--- config.mk ---
export PLATFORM = sky130hd
export DESIGN_NAME = crc_framed_link_receiver_unit
export DESIGN_NICKNAME = d
export VERILOG_FILES = /design/src/rtl/cflr_pkg.sv /design/src/rtl/cflr_apb_regs.sv /design/src/rtl/cflr_frame_asm.sv /design/src/rtl/cflr_link_mon.sv /design/src/rtl/crc_framed_link_receiver_unit.sv
export SDC_FILE = /design/constraint.sdc
export NUM_CORES = 1
export LEC_CHECK = 0
export BUFFER_PORTS_ARGS = -buffer_cell sky130_fd_sc_hd__buf_4
export CAP_MARGIN = 20
export CORE_ASPECT_RATIO = 0.6
export CORE_MARGIN = 2
export CORE_UTILIZATION = 55
export DETAILED_ROUTE_END_ITERATION = 10
export GPL_TIMING_DRIVEN = 0
export PLACE_DENSITY = 0.72
export RECOVER_POWER = 50
export SLEW_MARGIN = 20
export SYNTH_ARGS = -nofsm -noshare
export SYNTH_HDL_FRONTEND = slang
export SYNTH_SLANG_ARGS = --single-unit
--- constraint.sdc ---
create_clock -name clk -period 9.45 [get_ports clk]
set_input_delay 1.89 -clock clk [delete_from_list [all_inputs] [get_ports clk]]
set_output_delay 1.89 -clock clk [all_outputs]
set_load 0.01 [all_outputs]
--- src/rtl/cflr_pkg.sv ---
`default_nettype none
package cflr_pkg;

  localparam int FRAME_BYTES = 16;
  localparam int IDX_W       = $clog2(FRAME_BYTES);
  localparam int LAST_INDEX  = FRAME_BYTES - 1;
  localparam int CRC_END     = FRAME_BYTES - 2;

  localparam logic [15:0] CRC_INIT = 16'hFFFF;
  localparam logic [15:0] CRC_POLY = 16'h1021;

  localparam logic [1:0] ACT_BYTE  = 2'd0;
  localparam logic [1:0] ACT_TICK  = 2'd1;
  localparam logic [1:0] ACT_CLEAR = 2'd2;

  localparam int REG_IDX_W = 3;
  localparam logic [REG_IDX_W-1:0] REG_MARKER = 3'd0;
  localparam logic [REG_IDX_W-1:0] REG_ALIVE  = 3'd1;
  localparam logic [REG_IDX_W-1:0] REG_STALE  = 3'd2;
  localparam logic [REG_IDX_W-1:0] REG_SYNC   = 3'd3;
  localparam logic [REG_IDX_W-1:0] REG_BURST  = 3'd4;

  localparam logic [31:0] MARKER_RESET = 32'hCCAA55EE;
  localparam logic [15:0] ALIVE_RESET  = 16'd1500;
  localparam logic [15:0] STALE_RESET  = 16'd1000;
  localparam logic [7:0]  SYNC_RESET   = 8'd5;
  localparam logic [7:0]  BURST_RESET  = 8'd3;

  localparam logic [7:0]  RUN_MAX = 8'd255;
  localparam logic [15:0] MS_MAX  = 16'hFFFF;

  typedef enum logic [2:0] {
    ST_GOOD    = 3'd0,
    ST_IDLE    = 3'd1,
    ST_MARKER  = 3'd2,
    ST_CRC     = 3'd3,
    ST_MISSING = 3'd4
  } status_t;

  typedef struct packed {
    logic [31:0] frame_marker;
    logic [15:0] alive_timeout_ms;
    logic [15:0] stale_timeout_ms;
    logic [7:0]  sync_frames;
    logic [7:0]  bad_burst_min;
  } cfg_t;

  typedef struct packed {
    logic        last;
    logic        seen_nonzero;
    logic        seen_non_ff;
    logic [31:0] marker;
    logic [31:0] position;
    logic [15:0] speed;
    logic [15:0] accel;
    logic [7:0]  flags;
    logic [7:0]  rate;
    logic [15:0] crc_rx;
    logic [15:0] crc_calc;
  } frame_t;

  typedef struct packed {
    status_t     status;
    logic [31:0] position;
    logic [15:0] speed;
    logic [15:0] accel;
    logic [7:0]  flags;
    logic [7:0]  rate;
    logic        synced;
    logic [31:0] crc_errors;
    logic [31:0] marker_errors;
    logic [31:0] checked;
  } result_t;

  function automatic logic [15:0] crc_byte(input logic [15:0] crc, input logic [7:0] b);
    logic [15:0] c;
    int k;
    c = crc ^ {b, 8'h00};
    for (k = 0; k < 8; k++) begin
      c = c[15] ? ({c[14:0], 1'b0} ^ CRC_POLY) : {c[14:0], 1'b0};
    end
    return c;
  endfunction

endpackage
`default_nettype wire

--- src/rtl/cflr_apb_regs.sv ---
`default_nettype none
module cflr_apb_regs (
  input  wire logic                clk,
  input  wire logic                rst,
  input  wire logic                psel,
  input  wire logic                penable,
  input  wire logic                pwrite,
  input  wire logic [4:0]          paddr,
  input  wire logic [31:0]         pwdata,
  output logic      [31:0]         prdata,
  output logic                     pready,
  output cflr_pkg::cfg_t           cfg
);

  logic [cflr_pkg::REG_IDX_W-1:0] reg_idx;
  logic                           wr_en;

  assign pready  = 1'b1;
  assign reg_idx = paddr[4:2];
  assign wr_en   = psel & penable & pwrite;

  always_ff @(posedge clk) begin
    if (rst) begin
      cfg.frame_marker     <= cflr_pkg::MARKER_RESET;
      cfg.alive_timeout_ms <= cflr_pkg::ALIVE_RESET;
      cfg.stale_timeout_ms <= cflr_pkg::STALE_RESET;
      cfg.sync_frames      <= cflr_pkg::SYNC_RESET;
      cfg.bad_burst_min    <= cflr_pkg::BURST_RESET;
    end else if (wr_en) begin
      case (reg_idx)
        cflr_pkg::REG_MARKER: cfg.frame_marker     <= pwdata;
        cflr_pkg::REG_ALIVE:  cfg.alive_timeout_ms <= pwdata[15:0];
        cflr_pkg::REG_STALE:  cfg.stale_timeout_ms <= pwdata[15:0];
        cflr_pkg::REG_SYNC:   cfg.sync_frames      <= pwdata[7:0];
        cflr_pkg::REG_BURST:  cfg.bad_burst_min    <= pwdata[7:0];
        default: ;
      endcase
    end
  end

  always_comb begin
    case (reg_idx)
      cflr_pkg::REG_MARKER: prdata = cfg.frame_marker;
      cflr_pkg::REG_ALIVE:  prdata = {16'd0, cfg.alive_timeout_ms};
      cflr_pkg::REG_STALE:  prdata = {16'd0, cfg.stale_timeout_ms};
      cflr_pkg::REG_SYNC:   prdata = {24'd0, cfg.sync_frames};
      cflr_pkg::REG_BURST:  prdata = {24'd0, cfg.bad_burst_min};
      default:              prdata = 32'd0;
    endcase
  end

endmodule
`default_nettype wire

--- src/rtl/cflr_frame_asm.sv ---
`default_nettype none
module cflr_frame_asm (
  input  wire logic         clk,
  input  wire logic         rst,
  input  wire logic         step,
  input  wire logic [7:0]   rx_byte,
  output cflr_pkg::frame_t  frame
);

  logic [cflr_pkg::IDX_W-1:0] byte_index;
  logic [7:0]                 frame_store [cflr_pkg::FRAME_BYTES];
  logic [15:0]                running_crc;
  logic                       seen_nonzero;
  logic                       seen_non_ff;
  logic                       last;

  assign last = (byte_index == cflr_pkg::IDX_W'(cflr_pkg::LAST_INDEX));

  always_ff @(posedge clk) begin
    if (rst) begin
      byte_index   <= '0;
      running_crc  <= cflr_pkg::CRC_INIT;
      seen_nonzero <= 1'b0;
      seen_non_ff  <= 1'b0;
    end else if (step) begin
      if (last) begin
        byte_index   <= '0;
        running_crc  <= cflr_pkg::CRC_INIT;
        seen_nonzero <= 1'b0;
        seen_non_ff  <= 1'b0;
      end else begin
        byte_index <= byte_index + 1'b1;
        if (byte_index < cflr_pkg::IDX_W'(cflr_pkg::CRC_END)) begin
          running_crc <= cflr_pkg::crc_byte(running_crc, rx_byte);
        end
        seen_nonzero <= seen_nonzero | (rx_byte != 8'h00);
        seen_non_ff  <= seen_non_ff | (rx_byte != 8'hFF);
      end
    end
  end

  always_ff @(posedge clk) begin
    if (step) begin
      frame_store[byte_index] <= rx_byte;
    end
  end

  // view of the frame as it stands once the current (final) byte is added
  always_comb begin
    frame.last         = last;
    frame.seen_nonzero = seen_nonzero | (rx_byte != 8'h00);
    frame.seen_non_ff  = seen_non_ff | (rx_byte != 8'hFF);
    frame.marker       = {frame_store[3], frame_store[2], frame_store[1], frame_store[0]};
    frame.position     = {frame_store[7], frame_store[6], frame_store[5], frame_store[4]};
    frame.speed        = {frame_store[9], frame_store[8]};
    frame.accel        = {frame_store[11], frame_store[10]};
    frame.flags        = frame_store[12];
    frame.rate         = frame_store[13];
    frame.crc_rx       = {rx_byte, frame_store[14]};
    frame.crc_calc     = running_crc;
  end

endmodule
`default_nettype wire

--- src/rtl/cflr_link_mon.sv ---
`default_nettype none
module cflr_link_mon (
  input  wire logic              clk,
  input  wire logic              rst,
  input  wire logic              judge,
  input  wire logic              tick,
  input  wire logic              clear,
  input  wire logic              alive_level,
  input  wire cflr_pkg::cfg_t    cfg,
  input  wire cflr_pkg::frame_t  frame,
  output cflr_pkg::result_t      result
);

  logic [31:0] held_position, held_position_next;
  logic [15:0] held_speed, held_speed_next;
  logic [15:0] held_accel, held_accel_next;
  logic [7:0]  held_flags, held_flags_next;
  logic [7:0]  held_rate, held_rate_next;
  logic        synced_flag, synced_flag_next;
  logic [7:0]  good_run, good_run_next;
  logic [7:0]  bad_run, bad_run_next;
  logic [31:0] crc_error_total, crc_error_total_next;
  logic [31:0] marker_error_total, marker_error_total_next;
  logic [31:0] checked_total, checked_total_next;
  logic [15:0] ms_since_good, ms_since_good_next;
  logic        ever_good, ever_good_next;
  logic [15:0] ms_since_edge, ms_since_edge_next;
  logic        prev_alive_level, prev_alive_level_next;
  logic        alive_level_known, alive_level_known_next;

  cflr_pkg::status_t status;
  logic              present;
  logic [7:0]        bad_inc;
  logic [7:0]        good_inc;
  logic              count_err;

  assign present   = (ms_since_edge < cfg.alive_timeout_ms);
  assign bad_inc   = (synced_flag && (bad_run != cflr_pkg::RUN_MAX)) ? bad_run + 8'd1 : bad_run;
  assign good_inc  = (good_run != cflr_pkg::RUN_MAX) ? good_run + 8'd1 : good_run;
  assign count_err = synced_flag && (bad_inc >= cfg.bad_burst_min);

  always_comb begin
    held_position_next      = held_position;
    held_speed_next         = held_speed;
    held_accel_next         = held_accel;
    held_flags_next         = held_flags;
    held_rate_next          = held_rate;
    synced_flag_next        = synced_flag;
    good_run_next           = good_run;
    bad_run_next            = bad_run;
    crc_error_total_next    = crc_error_total;
    marker_error_total_next = marker_error_total;
    checked_total_next      = checked_total;
    ms_since_good_next      = ms_since_good;
    ever_good_next          = ever_good;
    ms_since_edge_next      = ms_since_edge;
    prev_alive_level_next   = prev_alive_level;
    alive_level_known_next  = alive_level_known;
    status                  = cflr_pkg::ST_GOOD;

    if (judge) begin
      if (!present) begin
        synced_flag_next = 1'b0;
        good_run_next    = '0;
        bad_run_next     = '0;
        status           = cflr_pkg::ST_MISSING;
      end else begin
        checked_total_next = checked_total + 32'd1;
        if (!frame.seen_nonzero || !frame.seen_non_ff) begin
          bad_run_next = bad_inc;
          status       = cflr_pkg::ST_IDLE;
        end else if (frame.marker != cfg.frame_marker) begin
          bad_run_next = bad_inc;
          if (count_err) begin
            marker_error_total_next = marker_error_total + 32'd1;
          end
          status = cflr_pkg::ST_MARKER;
        end else if (frame.crc_rx != frame.crc_calc) begin
          bad_run_next = bad_inc;
          if (count_err) begin
            crc_error_total_next = crc_error_total + 32'd1;
          end
          status = cflr_pkg::ST_CRC;
        end else begin
          bad_run_next       = '0;
          held_position_next = frame.position;
          held_speed_next    = frame.speed;
          held_accel_next    = frame.accel;
          held_flags_next    = frame.flags;
          held_rate_next     = frame.rate;
          ms_since_good_next = '0;
          ever_good_next     = 1'b1;
          if (!synced_flag) begin
            good_run_next = good_inc;
            if (good_inc >= cfg.sync_frames) begin
              synced_flag_next        = 1'b1;
              marker_error_total_next = '0;
              crc_error_total_next    = '0;
            end
          end
        end
      end
    end else if (tick) begin
      if (!alive_level_known || (alive_level != prev_alive_level)) begin
        ms_since_edge_next = '0;
      end else if (ms_since_edge != cflr_pkg::MS_MAX) begin
        ms_since_edge_next = ms_since_edge + 16'd1;
      end
      prev_alive_level_next  = alive_level;
      alive_level_known_next = 1'b1;
      if (ms_since_good != cflr_pkg::MS_MAX) begin
        ms_since_good_next = ms_since_good + 16'd1;
      end
      if (ever_good && (ms_since_good_next > cfg.stale_timeout_ms)) begin
        synced_flag_next = 1'b0;
        good_run_next    = '0;
      end
    end else if (clear) begin
      crc_error_total_next    = '0;
      marker_error_total_next = '0;
    end
  end

  always_ff @(posedge clk) begin
    if (rst) begin
      held_position      <= '0;
      held_speed         <= '0;
      held_accel         <= '0;
      held_flags         <= '0;
      held_rate          <= '0;
      synced_flag        <= 1'b0;
      good_run           <= '0;
      bad_run            <= '0;
      crc_error_total    <= '0;
      marker_error_total <= '0;
      checked_total      <= '0;
      ms_since_good      <= '0;
      ever_good          <= 1'b0;
      ms_since_edge      <= '0;
      prev_alive_level   <= 1'b0;
      alive_level_known  <= 1'b0;
    end else begin
      held_position      <= held_position_next;
      held_speed         <= held_speed_next;
      held_accel         <= held_accel_next;
      held_flags         <= held_flags_next;
      held_rate          <= held_rate_next;
      synced_flag        <= synced_flag_next;
      good_run           <= good_run_next;
      bad_run            <= bad_run_next;
      crc_error_total    <= crc_error_total_next;
      marker_error_total <= marker_error_total_next;
      checked_total      <= checked_total_next;
      ms_since_good      <= ms_since_good_next;
      ever_good          <= ever_good_next;
      ms_since_edge      <= ms_since_edge_next;
      prev_alive_level   <= prev_alive_level_next;
      alive_level_known  <= alive_level_known_next;
    end
  end

  always_comb begin
    result.status        = status;
    result.position      = held_position_next;
    result.speed         = held_speed_next;
    result.accel         = held_accel_next;
    result.flags         = held_flags_next;
    result.rate          = held_rate_next;
    result.synced        = synced_flag_next;
    result.crc_errors    = crc_error_total_next;
    result.marker_errors = marker_error_total_next;
    result.checked       = checked_total_next;
  end

endmodule
`default_nettype wire

--- src/rtl/crc_framed_link_receiver_unit.sv ---
`default_nettype none
// An item is held in the input register, its result in the result register. Throughput is one
// item per cycle, but an item ending a frame waits while an earlier result is stalled; the CRC
// byte update and the frame check each fit in the single logic stage between the registers.
// Only the 16th byte of a frame yields a result; other items are absorbed.
// Reset (rst, synchronous) restores the registers to defaults and clears all link state.
module crc_framed_link_receiver_unit (
  input  wire logic               clk,
  input  wire logic               rst,
  input  wire logic               in_valid,
  output logic                    in_stall,
  input  wire logic [1:0]         action,
  input  wire logic [7:0]         rx_byte,
  input  wire logic               alive_level,
  output logic                    out_valid,
  input  wire logic               out_stall,
  output logic [2:0]              frame_status,
  output logic signed [31:0]      position_cdeg,
  output logic signed [15:0]      speed_ddeg,
  output logic signed [15:0]      accel_ddeg,
  output logic [7:0]              flag_bits,
  output logic [7:0]              loop_rate,
  output logic                    sync_locked,
  output logic [31:0]             crc_errors,
  output logic [31:0]             marker_errors,
  output logic [31:0]             frames_checked,
  input  wire logic               psel,
  input  wire logic               penable,
  input  wire logic               pwrite,
  input  wire logic [4:0]         paddr,
  input  wire logic [31:0]        pwdata,
  output logic [31:0]             prdata,
  output logic                    pready
);

  logic       in_q_valid;
  logic [1:0] action_q;
  logic [7:0] byte_q;
  logic       level_q;
  logic       in_take;
  logic       gives_result;
  logic       advance;
  logic       is_byte;

  cflr_pkg::cfg_t    cfg;
  cflr_pkg::frame_t  frame;
  cflr_pkg::result_t result;
  cflr_pkg::result_t out_q;

  assign is_byte      = (action_q == cflr_pkg::ACT_BYTE);
  assign gives_result = is_byte && frame.last;
  assign advance      = in_q_valid && (!out_valid || !out_stall || !gives_result);
  assign in_stall     = in_q_valid && !advance;
  assign in_take      = in_valid && !in_stall;

  always_ff @(posedge clk) begin
    if (rst) begin
      in_q_valid <= 1'b0;
    end else if (in_take) begin
      in_q_valid <= 1'b1;
    end else if (advance) begin
      in_q_valid <= 1'b0;
    end
  end

  always_ff @(posedge clk) begin
    if (in_take) begin
      action_q <= action;
      byte_q   <= rx_byte;
      level_q  <= alive_level;
    end
  end

  cflr_apb_regs u_regs (
    .clk     (clk),
    .rst     (rst),
    .psel    (psel),
    .penable (penable),
    .pwrite  (pwrite),
    .paddr   (paddr),
    .pwdata  (pwdata),
    .prdata  (prdata),
    .pready  (pready),
    .cfg     (cfg)
  );

  cflr_frame_asm u_asm (
    .clk     (clk),
    .rst     (rst),
    .step    (advance && is_byte),
    .rx_byte (byte_q),
    .frame   (frame)
  );

  cflr_link_mon u_mon (
    .clk         (clk),
    .rst         (rst),
    .judge       (advance && gives_result),
    .tick        (advance && (action_q == cflr_pkg::ACT_TICK)),
    .clear       (advance && (action_q == cflr_pkg::ACT_CLEAR)),
    .alive_level (level_q),
    .cfg         (cfg),
    .frame       (frame),
    .result      (result)
  );

  always_ff @(posedge clk) begin
    if (rst) begin
      out_valid <= 1'b0;
    end else if (advance && gives_result) begin
      out_valid <= 1'b1;
    end else if (!out_stall) begin
      out_valid <= 1'b0;
    end
  end

  always_ff @(posedge clk) begin
    if (advance && gives_result) begin
      out_q <= result;
    end
  end

  assign frame_status   = out_q.status;
  assign position_cdeg  = $signed(out_q.position);
  assign speed_ddeg     = $signed(out_q.speed);
  assign accel_ddeg     = $signed(out_q.accel);
  assign flag_bits      = out_q.flags;
  assign loop_rate      = out_q.rate;
  assign sync_locked    = out_q.synced;
  assign crc_errors     = out_q.crc_errors;
  assign marker_errors  = out_q.marker_errors;
  assign frames_checked = out_q.checked;

endmodule
`default_nettype wire
## Word-level counts from Yosys, hierarchy flattened

Memory sizes are Yosys's and may differ from the RTL's.
Cells that the tools add are included.

| cells by class | value |
|---|---|
| equality and inequality tests | 24 |
| bitwise operators | 18 |
| reductions and logical operators | 43 |
| mux-type cells | 104 |
| order comparisons | 5 |
| add/subtract/negate cells | 8 |

Operator list:

| cell | number |
|---|---|
| $mux 32 | 27 |
| $mux 16 | 23 |
| $mux 8 | 24 |
| $pmux 32 s5 | 1 |
| $mux 13 | 8 |
| $add 32x1->32 const B | 3 |
| $add 16x1->16 const B | 2 |
| $ne 16x16->1 const B | 2 |
| $ne 32x32->1 | 1 |
| $ne 8x8->1 const B | 3 |
| $not 3->3 | 8 |
| $mux 1 | 17 |
| $add 8x1->8 const B | 2 |
| $ge 8x8->1 | 2 |
| $gt 16x16->1 | 1 |
| $lt 16x16->1 | 1 |
| $ne 16x16->1 | 1 |
| $xor 16x16->16 | 1 |
| $reduce_and 2->1 | 7 |
| $ne 3x3->1 const B | 4 |
| $logic_and 1x1->1 | 11 |
| $reduce_and 5->1 | 2 |
| $reduce_bool 2->1 | 5 |
| $logic_not 1->1 | 8 |
| 24 further kinds | 38 |

| word-level totals | value |
|---|---|
| bits in writable memories | 128 |
| register bits | 523 |
| memories | 1 |
| bits of input ports | 55 |
| word-level logic and storage cells | 244 |

Memory list:

| memory | depth | bits a word | rd ports | clocked after Yosys merged registers in | wr ports | RTL line | source |
|---|---|---|---|---|---|---|---|
| u_asm.frame_store | 16 | 8 | 15 | 0 | 1 | cflr_frame_asm.sv:11 | `logic [7:0] frame_store [cflr_pkg::FRAME_BYTES];` |

## Longest topological paths before layout

Gate-level depths: netlist (run 1).

| logic depth | value |
|---|---|
| depth after elaboration | 19 |
| gate-level depth with buffers | 18 |

## By module

A second synthesis (run 1) with hierarchy kept.

| second synthesis, totals | value |
|---|---|
| cell total of the unflattened synthesis | 2,689 |
| area total of the unflattened synthesis | 28,305.9 um^2 |

By module, submodules not included:

| module | cells each | area an instance (um^2) | instances | sequential area each (um^2) |
|---|---|---|---|---|
| cflr_link_mon | 1,800 | 13,539.2 | 1 | 4,564.4 |
| crc_framed_link_receiver_unit | 206 | 5,884.4 | 1 | 5,775.5 |
| cflr_frame_asm | 262 | 4,906.0 | 1 | 4,043.9 |
| cflr_apb_regs | 421 | 3,976.3 | 1 | 1,601.5 |

## Least setup slack after synthesis (run 1)

Ideal clock, no wire load.

| timing path | value |
|---|---|
| path kind | input-to-reg |
| from | input out_stall |
| to | register out_q (netlist bit sync_locked), data pin |
| data required time | 9.183 ns |
| stages | 8 |
| setup time | 0.267 ns |
| arrival time | 8.549 ns |
| buffers on the path | 2 |
| setup slack | 0.633 ns |
| path through | nand2_1 > nand3_1 > inv_1 > clkbuf_1 > clkbuf_1 > o21ai_0 > o21ai_0 > nand2_1 |

RTL lines:

| item | RTL line | source |
|---|---|---|
| from (decl) | crc_framed_link_receiver_unit.sv:16 | `input wire logic out_stall,` |
| to (signal assigned) | crc_framed_link_receiver_unit.sv:119 | `out_q <= result;` |
| to (decl) | crc_framed_link_receiver_unit.sv:48 | `cflr_pkg::result_t out_q;` |

==> results of run 1 <==
==> path summary, 6_finish.rpt <==
check        slack [ns]                               from                                 to  cells after the start
max reg2reg        3.32       u_mon.synced_flag$_SDFF_PP0_           crc_errors[31]$_DFFE_PP_                     16
max                3.32       u_mon.synced_flag$_SDFF_PP0_           crc_errors[31]$_DFFE_PP_                     16
min                0.46  u_mon.held_position[4]$_SDFF_PP0_  u_mon.held_position[4]$_SDFF_PP0_                      2
min reg2reg        0.46  u_mon.held_position[4]$_SDFF_PP0_  u_mon.held_position[4]$_SDFF_PP0_                      2
==> layout make-up <==
class | count | area (µm²)
antenna | 2 | 5.00
buffer | 135 | 524
clock buffer | 84 | 1590
clock inverter | 23 | 228
fill | 4152 | 17800
inverter | 69 | 259
multi-input combinational | 1815 | 10500
sequential | 643 | 16000
tap | 650 | 813
timing repair buffer | 272 | 1410
==> placed cells by master, fill, tap and decap left out, types with 9 or more instances in the layout <==
cell | synthesis | final
sky130_fd_sc_hd__dfxtp_1 | 332 | 332
sky130_fd_sc_hd__nand3_1 | 89 | 89
sky130_fd_sc_hd__and4_1 | 20 | 20
sky130_fd_sc_hd__inv_1 | 69 | 69
sky130_fd_sc_hd__nor2b_1 | 11 | 11
sky130_fd_sc_hd__mux2i_1 | 25 | 25
sky130_fd_sc_hd__o21ai_0 | 62 | 62
sky130_fd_sc_hd__buf_4 | 1 | 71
sky130_fd_sc_hd__nor3_1 | 42 | 41
sky130_fd_sc_hd__xnor2_1 | 53 | 53
sky130_fd_sc_hd__nor2_1 | 122 | 121
sky130_fd_sc_hd__xor2_1 | 82 | 82
sky130_fd_sc_hd__a211oi_1 | 13 | 12
sky130_fd_sc_hd__a31oi_1 | 25 | 25
sky130_fd_sc_hd__edfxtp_1 | 311 | 311
sky130_fd_sc_hd__clkbuf_16 | 0 | 58
sky130_fd_sc_hd__and3_1 | 32 | 32
sky130_fd_sc_hd__or3_1 | 21 | 21
sky130_fd_sc_hd__a22o_1 | 12 | 12
sky130_fd_sc_hd__or4_1 | 11 | 11
sky130_fd_sc_hd__nor4_1 | 39 | 39
sky130_fd_sc_hd__buf_2 | 11 | 11
sky130_fd_sc_hd__nand4b_1 | 9 | 9
sky130_fd_sc_hd__a2111oi_0 | 14 | 14
sky130_fd_sc_hd__o22ai_1 | 20 | 20
sky130_fd_sc_hd__clkbuf_4 | 0 | 12
sky130_fd_sc_hd__nand2_1 | 532 | 532
sky130_fd_sc_hd__a21oi_1 | 213 | 213
sky130_fd_sc_hd__nand3b_1 | 9 | 9
sky130_fd_sc_hd__clkbuf_1 | 118 | 326
sky130_fd_sc_hd__ha_1 | 58 | 58
sky130_fd_sc_hd__and2_1 | 74 | 56
sky130_fd_sc_hd__and2_0 | 1 | 19
sky130_fd_sc_hd__a41oi_1 | 9 | 9
sky130_fd_sc_hd__a22oi_1 | 28 | 28
sky130_fd_sc_hd__o211ai_1 | 36 | 36
sky130_fd_sc_hd__nand4_1 | 56 | 56
==> stage by stage <==
step | total power (µW) | setup TNS [ns] | area (µm²)
3_5_place_dp | 3180 | 0 | 30200
6_report | 5430 | 0 | 31400
5_1_grt | 5570 | 0 | 31400
3_3_place_gp | 3180 | -346.77 | 30100
4_1_cts | 5440 | 0 | 32100
2_1_floorplan | 3090 | 0 | 27300
==> power groups by stage <==
stage | logic [µW] | registers (µW) | clock network [µW]
2_1_floorplan | 91.5 | 2990 | 0
3_3_place_gp | 165 | 3010 | 0
3_5_place_dp | 168 | 3020 | 0
4_1_cts | 169 | 2950 | 2320
5_1_grt | 182 | 2950 | 2430
6_report | 173 | 2960 | 2310
==> state kept, by name, summed over array words and instances (netlist names), 16 cells and up <==
name / count
u_asm.frame_store: 120
u_regs.cfg: 80
crc_errors: 32
frames_checked: 32
marker_errors: 32
position_cdeg: 32
u_mon.checked_total: 32
u_mon.crc_error_total: 32
u_mon.held_position: 32
u_mon.marker_error_total: 32
accel_ddeg: 16
speed_ddeg: 16
u_asm.running_crc: 16
u_mon.held_accel: 16
u_mon.held_speed: 16
u_mon.ms_since_edge: 16
u_mon.ms_since_good: 16
==> logic make-up after synthesis <==
kind of cell | Yosys count | synth area share
other | 1 | 0.000137
multiplexers | 32 | 0.0121
AO/OA/AOI/OAI | 498 | 0.114
flip-flops | 643 | 0.586
adder cells (fa/ha/maj) | 58 | 0.0266
buffers and inverters | 204 | 0.0287
XOR/XNOR | 135 | 0.0433
AND/OR/NAND/NOR | 1091 | 0.189
==> metal layers <==
metal | part of all wire | routed length [µm]
met4 | 0.023 | 1870
met1 | 0.44 | 36200
met3 | 0.12 | 9430
met2 | 0.42 | 34300
met5 | 0 | 0
==> worst max-delay path: cells and delay by family, from the launching register on <==
family                     cells  cell delay, ns
buffers and inverters          4            1.38
AOI/OAI and AO/OA              4            1.56
xor gates and xnor gates       1            0.17
and+or+nand+nor                6            1.80
adders and majority gates      1            0.30
DFF                            1            0.63
==> impl_metrics.csv, run 1 <==
group,metric,value,unit
status,run_status,"finished, violations left",
status,failed_checks,"capacitance limit, slew limit",
synth,syn-num-nets,2775,
cts,clock_path_buffers,3,
grt,top_usage_layer,"met1",
setup_path,path_max_fanout,10,
setup_path,crit_slowest_cell,"sky130_fd_sc_hd__nor3_1",
floorplan,rows,63,
timing,post-route-worst-setup-slack,3.32,ns
floorplan,die_span_x,292,µm
grt,globalRouteMet1Util,0.466,
placement,placement.setup.worst_slack,3.74,ns
route,routedWlPerCell,22.2,µm
grt,initial_antenna_violation_count,2,
cts,clockRootBuffer,"sky130_fd_sc_hd__clkbuf_16",
setup_path,end_kind,"flop",
synth,ys_types,67,
synth,synth_common_cells,"532 x sky130_fd_sc_hd__nand2_1, 332 x sky130_fd_sc_hd__dfxtp_1, 311 x sky130_fd_sc_hd__edfxtp_1",
timing,hold_viol_final,0,
timing,worst_hold_slack,0.461,ns
synth,ff_latch_count_synth,643,
cts,tritoncts,"done",
setup_path,worst_ep_required_time,9.79,ns
timing,grt_setup_unrepaired,"false",
placement,port_buffers,266,
pwr,power-per-cell-area,173,nW/µm²
setup_path,critical_path.cell_chain,"inv_1 -> a31oi_1 -> and4_1 -> clkbuf_1 -> nand3_1 -> xnor2_1 -> ha_1 -> and3_1 -> nand3_1 -> o32a_1 -> clkbuf_1 -> nor3_1 -> clkbuf_1 -> a2111oi_0 -> o21ai_0 -> nand2_1",
cts,postCtsHoldBufs,0,
synth,synthDominantAreaCellType,"sky130_fd_sc_hd__edfxtp_1",
floorplan,dieHeight,177,µm
layout,area_delta_synth_final,14.9,%
pwr,power.share.combinational,0.032,
synth,synth_top_area_share,0.342,
grt,globalRouteOverflowTotal,0,
route,drc_errors,0,
route,number_of_search_and_repair_iterations_in_the_first_detailed_routing_pass,6,
pwr,sw_frac_of_total,0.221,
floorplan,initial_utilization,0.555,
grt,grt_pass1_wl,122,mm
timing,final_min_period_over_clock_period,0.648,
pwr,power.switching,1200,µW
grt,global_route_met3_utilization,0.0749,
floorplan,num_io_pins,270,
placement,dpl.cell_count,3584,
run,cap_viol_max_count,2,
placement,dp.final_hpwl,60.0,mm
worst_hold_path,worst_hold_path_type,"reg2reg",
synth,netlist_area,27300,µm²
grt,global_route.usage.total,0.308,
timing,drv_slew,31,
timing,period_minus_slack,6.13,ns
timing,slew-limit-headroom,-0.0814,
floorplan,die-area,51500,µm²
timing,setup_viol_count_final,0,
grt,maximum_number_of_pins_on_one_net_before_global_route_repair,52,
pwr,internal_power,4230,µW
pwr,power.leakage,0.0121,µW
floorplan,core_area,49200,µm²
timing,skew,0.0143,ns
synth,seq_area_frac_synth,0.586,
layout,finish.net_count,3106,
setup_path,path_common_cell,"sky130_fd_sc_hd__clkbuf_1",
synth,synth_warnings,0,
synth,avg_inst_size_synth,10.3,µm²
route,detailroute.via_count,22400,
timing,max_freq,163,MHz
cts,post_cts.repair.setup_buffers,0,
synth,yosys_most_used_dff,"sky130_fd_sc_hd__dfxtp_1",
cts,cts.clk_slew.worst_paths,0.07,ns
synth,synth-async-reset-ratio,0,
synth,netlist_top_cells_area,"sky130_fd_sc_hd__edfxtp_1 34%, sky130_fd_sc_hd__dfxtp_1 24%, sky130_fd_sc_hd__nand2_1 7.3%",
setup_path,critical_path_start_type,"flop",
layout,postLayoutCoreUtil,0.637,
synth,synth_enable_flop_cells,311,
cts,clk_lat_worst_skew,0.61,ns
synth,post_synth_inst_count,2662,
setup_path,cp_slowest_stage_delay,1.01,ns
layout,instances_no_fill,3693,
pwr,worst_vdd_ir,0.000157,V
route,drt-initial-drc-count,2879,
timing,worst_slew_pin_slew,1.61,ns
cts,cts_htree_levels,2,
setup_path,critPathArrivalTime,6.47,ns
setup_path,timing_worst_setup_path_type,"reg2reg",
cts,cts-buffers-inserted,57,
pwr,power_frac_seq,0.544,
route,antenna_left,0,
route,routed_via_density,6.08,
grt,first_global_vias,20900,
pwr,fraction_of_power_consumed_by_the_clock_network,0.424,
cts,cts.repair.resized,0,
grt,groute.layer.met2.usage,0.447,
synth,post-synth-top-count-cell,"sky130_fd_sc_hd__nand2_1",
route,wirelength,81.8,mm
cts,clock_sinks,643,
layout,drive_gt1_frac,0.0661,
placement,gp_congestion,1.02,
No activity file was read; power rests on OpenSTA's default activity.
==> run 2, diff against run 1 <==
--- a/config.mk
+++ b/config.mk
@@ -5,14 +5,15 @@
 export SDC_FILE = /design/constraint.sdc
 export NUM_CORES = 1
 export LEC_CHECK = 0
+export ABC_AREA = 1
 export BUFFER_PORTS_ARGS = -buffer_cell sky130_fd_sc_hd__buf_4
 export CAP_MARGIN = 20
 export CORE_ASPECT_RATIO = 0.6
 export CORE_MARGIN = 2
-export CORE_UTILIZATION = 55
+export CORE_UTILIZATION = 54
 export DETAILED_ROUTE_END_ITERATION = 10
 export GPL_TIMING_DRIVEN = 0
-export PLACE_DENSITY = 0.72
+export PLACE_DENSITY = 0.73
 export RECOVER_POWER = 50
 export SLEW_MARGIN = 20
 export SYNTH_ARGS = -nofsm -noshare
==> constraint.sdc (replaced) <==
create_clock -name clk -period 5.2 [get_ports clk]
set_input_delay 1.04 -clock clk [delete_from_list [all_inputs] [get_ports clk]]
set_output_delay 1.04 -clock clk [all_outputs]
set_load 0.01 [all_outputs]
==> run 2 against run 1 <==
  * The run still ends with capacitance limit, slew limit left
  * Non-clock buffer count increased by 6
  * Setup slack got worse by 2.7 ns
  * Utilization decreased by 1.5 points
  * Clock power increased by 99%
  * Sequential share of layout area decreased by 5.0 points
  * Clock skew increased by 0.011 ns
  * Fmax increased by 33%
  * Combinational power increased by 100%
  * Power increased by 90%
  * Critical endpoint is now marker_errors[30]$_DFFE_PP_
==> impl_metrics.csv, run 2 <==
group,metric,value,unit
status,run_status,"finished, violations left",
status,failed_checks,"capacitance limit, slew limit",
floorplan,rows,67,
cts,cts.clk_slew.worst_paths,0.07,ns
grt,first_global_vias,23900,
synth,seq_area_frac_synth,0.525,
run,cap_viol_max_count,1,
timing,setup_viol_count_final,0,
synth,synth_enable_flop_cells,311,
setup_path,worstSetupStartpoint,"u_asm.byte_index[3]$_SDFFE_PP0P_",
pwr,power-per-cell-area,297,nW/µm²
timing,worst_slew_pin_slew,1.77,ns
synth,synth_warnings,0,
synth,synthDominantAreaCellType,"sky130_fd_sc_hd__edfxtp_1",
floorplan,die_span_x,310,µm
synth,synth-async-reset-ratio,0,
pwr,power.leakage,0.0149,µW
timing,final_min_period_over_clock_period,0.887,
grt,maximum_number_of_pins_on_one_net_before_global_route_repair,71,
cts,clockRootBuffer,"sky130_fd_sc_hd__clkbuf_16",
setup_path,critPathArrivalTime,4.99,ns
floorplan,num_io_pins,270,
synth,ff_latch_count_synth,643,
placement,gp_congestion,1.02,
cts,clock_sinks,643,
route,drt-initial-drc-count,3698,
timing,skew,0.0252,ns
route,drc_errors,0,
layout,filler_cell_count,5043,
layout,seqCellArea,16000,µm²
cts,cts_htree_levels,2,
layout,layout_commonest_cell,"sky130_fd_sc_hd__nand2_1",
cts,clk_lat_worst_skew,0.65,ns
synth,netlist_area,30400,µm²
grt,initial_antenna_violation_count,2,
cts,postCtsHoldBufs,0,
timing,drv_slew,61,
placement,dp.final_hpwl,69.5,mm
setup_path,worst_ep_required_time,5.57,ns
layout,finish.net_count,4221,
synth,syn-num-nets,3892,
cts,tritoncts,"done",
timing,hold_viol_final,0,
synth,avg_inst_size_synth,8.05,µm²
cts,clock_path_buffers,3,
synth,synth_top_area_share,0.307,
layout,layout_top_registers,"u_asm.frame_store x120, u_regs.cfg x80",
setup_path,crit_slowest_cell,"sky130_fd_sc_hd__clkbuf_2",
worst_hold_path,timing.hold.worst_endpoint,"u_mon.alive_level_known$_SDFFE_PP0P_",
synth,netlist_top_cells_area,"sky130_fd_sc_hd__edfxtp_1 31%, sky130_fd_sc_hd__dfxtp_1 22%, sky130_fd_sc_hd__nand2_1 13%",
route,detailroute.via_count,26700,
layout,drive_gt1_frac,0.0635,
floorplan,die-area,58300,µm²
floorplan,initial_utilization,0.546,
synth,post-synth-top-count-cell,"sky130_fd_sc_hd__nand2_1",
grt,grt_pass1_wl,141,mm
timing,slew-limit-headroom,-0.181,
route,routedWlPerCell,19.1,µm
setup_path,reg2reg_from,"u_asm.byte_index[3]$_SDFFE_PP0P_",
setup_path,cp_slowest_stage_delay,1.01,ns
worst_hold_path,worst_hold_path_type,"reg2reg",
grt,global_route.usage.total,0.318,
synth,post_synth_inst_count,3779,
layout,final_area,34700,µm²
synth,yosys_most_used_dff,"sky130_fd_sc_hd__dfxtp_1",
cts,post_cts.repair.setup_buffers,0,
timing,grt_setup_unrepaired,"false",
route,wirelength,93.8,mm
floorplan,dieHeight,188,µm
layout,multi_input_area,11800,µm²
floorplan,core_area,55700,µm²
setup_path,critical_path_start_type,"flop",
route,routed_via_density,5.43,
worst_hold_path,timing.hold.worst.start,"u_mon.alive_level_known$_SDFFE_PP0P_",
setup_path,timing_worst_setup_path_type,"reg2reg",
setup_path,path_common_cell,"sky130_fd_sc_hd__nand2_1",
cts,cts-buffers-inserted,58,
worst_hold_path,hold_depth,1,
placement,port_buffers,265,
synth,synth_common_cells,"1036 x sky130_fd_sc_hd__nand2_1, 505 x sky130_fd_sc_hd__inv_1, 426 x sky130_fd_sc_hd__nor2_1",
timing,max_freq,217,MHz
setup_path,rr_worst_depth,13,
synth,ys_types,52,
setup_path,path_max_fanout,70,
placement,placed_instance_area,33400,µm²
setup_path,critical_path.cell_chain,"nand2_1 -> clkinvlp_2 -> nand2_1 -> nor3_1 -> nor2_2 -> nand2_1 -> nor2_1 -> nand2_1 -> clkinvlp_2 -> clkbuf_2 -> buf_16 -> nand3_1 -> nand2_1",
cts,cts.repair.resized,0,
timing,period_minus_slack,4.61,ns
layout,most_frequent_cells_in_the_layout,"1040 x sky130_fd_sc_hd__nand2_1, 506 x sky130_fd_sc_hd__inv_1, 428 x sky130_fd_sc_hd__nor2_1",
layout,largest_register_ffs,120,
setup_path,end_of_the_worst_register_to_register_path,"marker_errors[30]$_DFFE_PP_",
route,number_of_search_and_repair_iterations_in_the_first_detailed_routing_pass,7,
setup_path,end_kind,"flop",
pwr,worst_vdd_ir,0.000283,V
setup_path,setup.reg_to_reg.worst_slack,0.59,ns
layout,area_delta_synth_final,14.1,%
route,antenna_left,0,
layout,largest_register,"u_asm.frame_store",
timing,finalSetupTns,0,ns
grt,globalRouteOverflowTotal,0,
==> run 2: worst max path at each step <==
stage               slack [ns]                                      end  cells after the start
floorplan                 0.55  u_mon.marker_error_total[30]$_SDFF_PP0_                     10
global route              0.29              marker_errors[30]$_DFFE_PP_                     13
finish                    0.59              marker_errors[30]$_DFFE_PP_                     13
CTS                       0.83              marker_errors[29]$_DFFE_PP_                     22
detailed placement        0.87                 crc_errors[15]$_DFFE_PP_                     22
global placement         -1.36              marker_errors[30]$_DFFE_PP_                     11
==> run 2: metrics by stage <==
stage	std cells	setup slack [ns]	power (µW)	util	hold WS [ns]
after CTS	4916	0.835	10300	0.637	0.469
after global routing	4917	0.289	10600	0.623	0.504
final	4918	0.586	10300	0.623	0.467
after floorplan	3779	0.553	5630	-	0.437
after detailed placement	4806	0.865	5820	0.600	0.454
after global placement	4803	-1.36	5810	0.598	0.451
==> run 2: power breakdown <==
part	switching [µW]	internal, µW	leakage [µW]
Combinational	245	108	0.00851
Sequential	58.5	5310	0.00539
Clock	2020	2560	0.000979
Total	2330	7980	0.0149
==> run 2: metal layers <==
metal / GRT usage / up-vias / wire length [µm]
met5: 0 / - / 0
met4: 0.0756 / 0 / 2070
met2: 0.417 / 1452 / 35900
li1: - / 12800 / -
met1: 0.501 / 12300 / 42800
met3: 0.0987 / 132 / 13000
==> run 2: final cells by class <==
| class | instances | share of cell area |
|---|---|---|
| tap | 759 | 0.0273 |
| antenna | 1 | 0.0000721 |
| inverter | 519 | 0.0562 |
| multi-input combinational | 2473 | 0.338 |
| clock buffer | 71 | 0.0449 |
| buffer | 144 | 0.0196 |
| sequential | 643 | 0.460 |
| timing repair buffer | 269 | 0.0392 |
| clock inverter | 39 | 0.0139 |
==> run 2: worst max-delay path, delay by kind of cell (launching register included) <==
family	cells	cell delay, ns
and+or+nand+nor	9	1.68
DFF	1	0.42
buffers and inverters	4	2.23
==> run 2: cell families (layout without fill, tap and decap cells) <==
family | Yosys count | in the layout | share of synthesized area
muxes | 1 | 1 | 0.000370
adders and majority gates | 58 | 58 | 0.0239
xor gates and xnor gates | 118 | 118 | 0.0347
and+or+nand+nor | 1764 | 1764 | 0.235
buffers and inverters | 663 | 1042 | 0.0865
other | 1 | 2 | 0.000123
AOI/OAI and AO/OA | 531 | 531 | 0.0937
DFF | 643 | 643 | 0.525
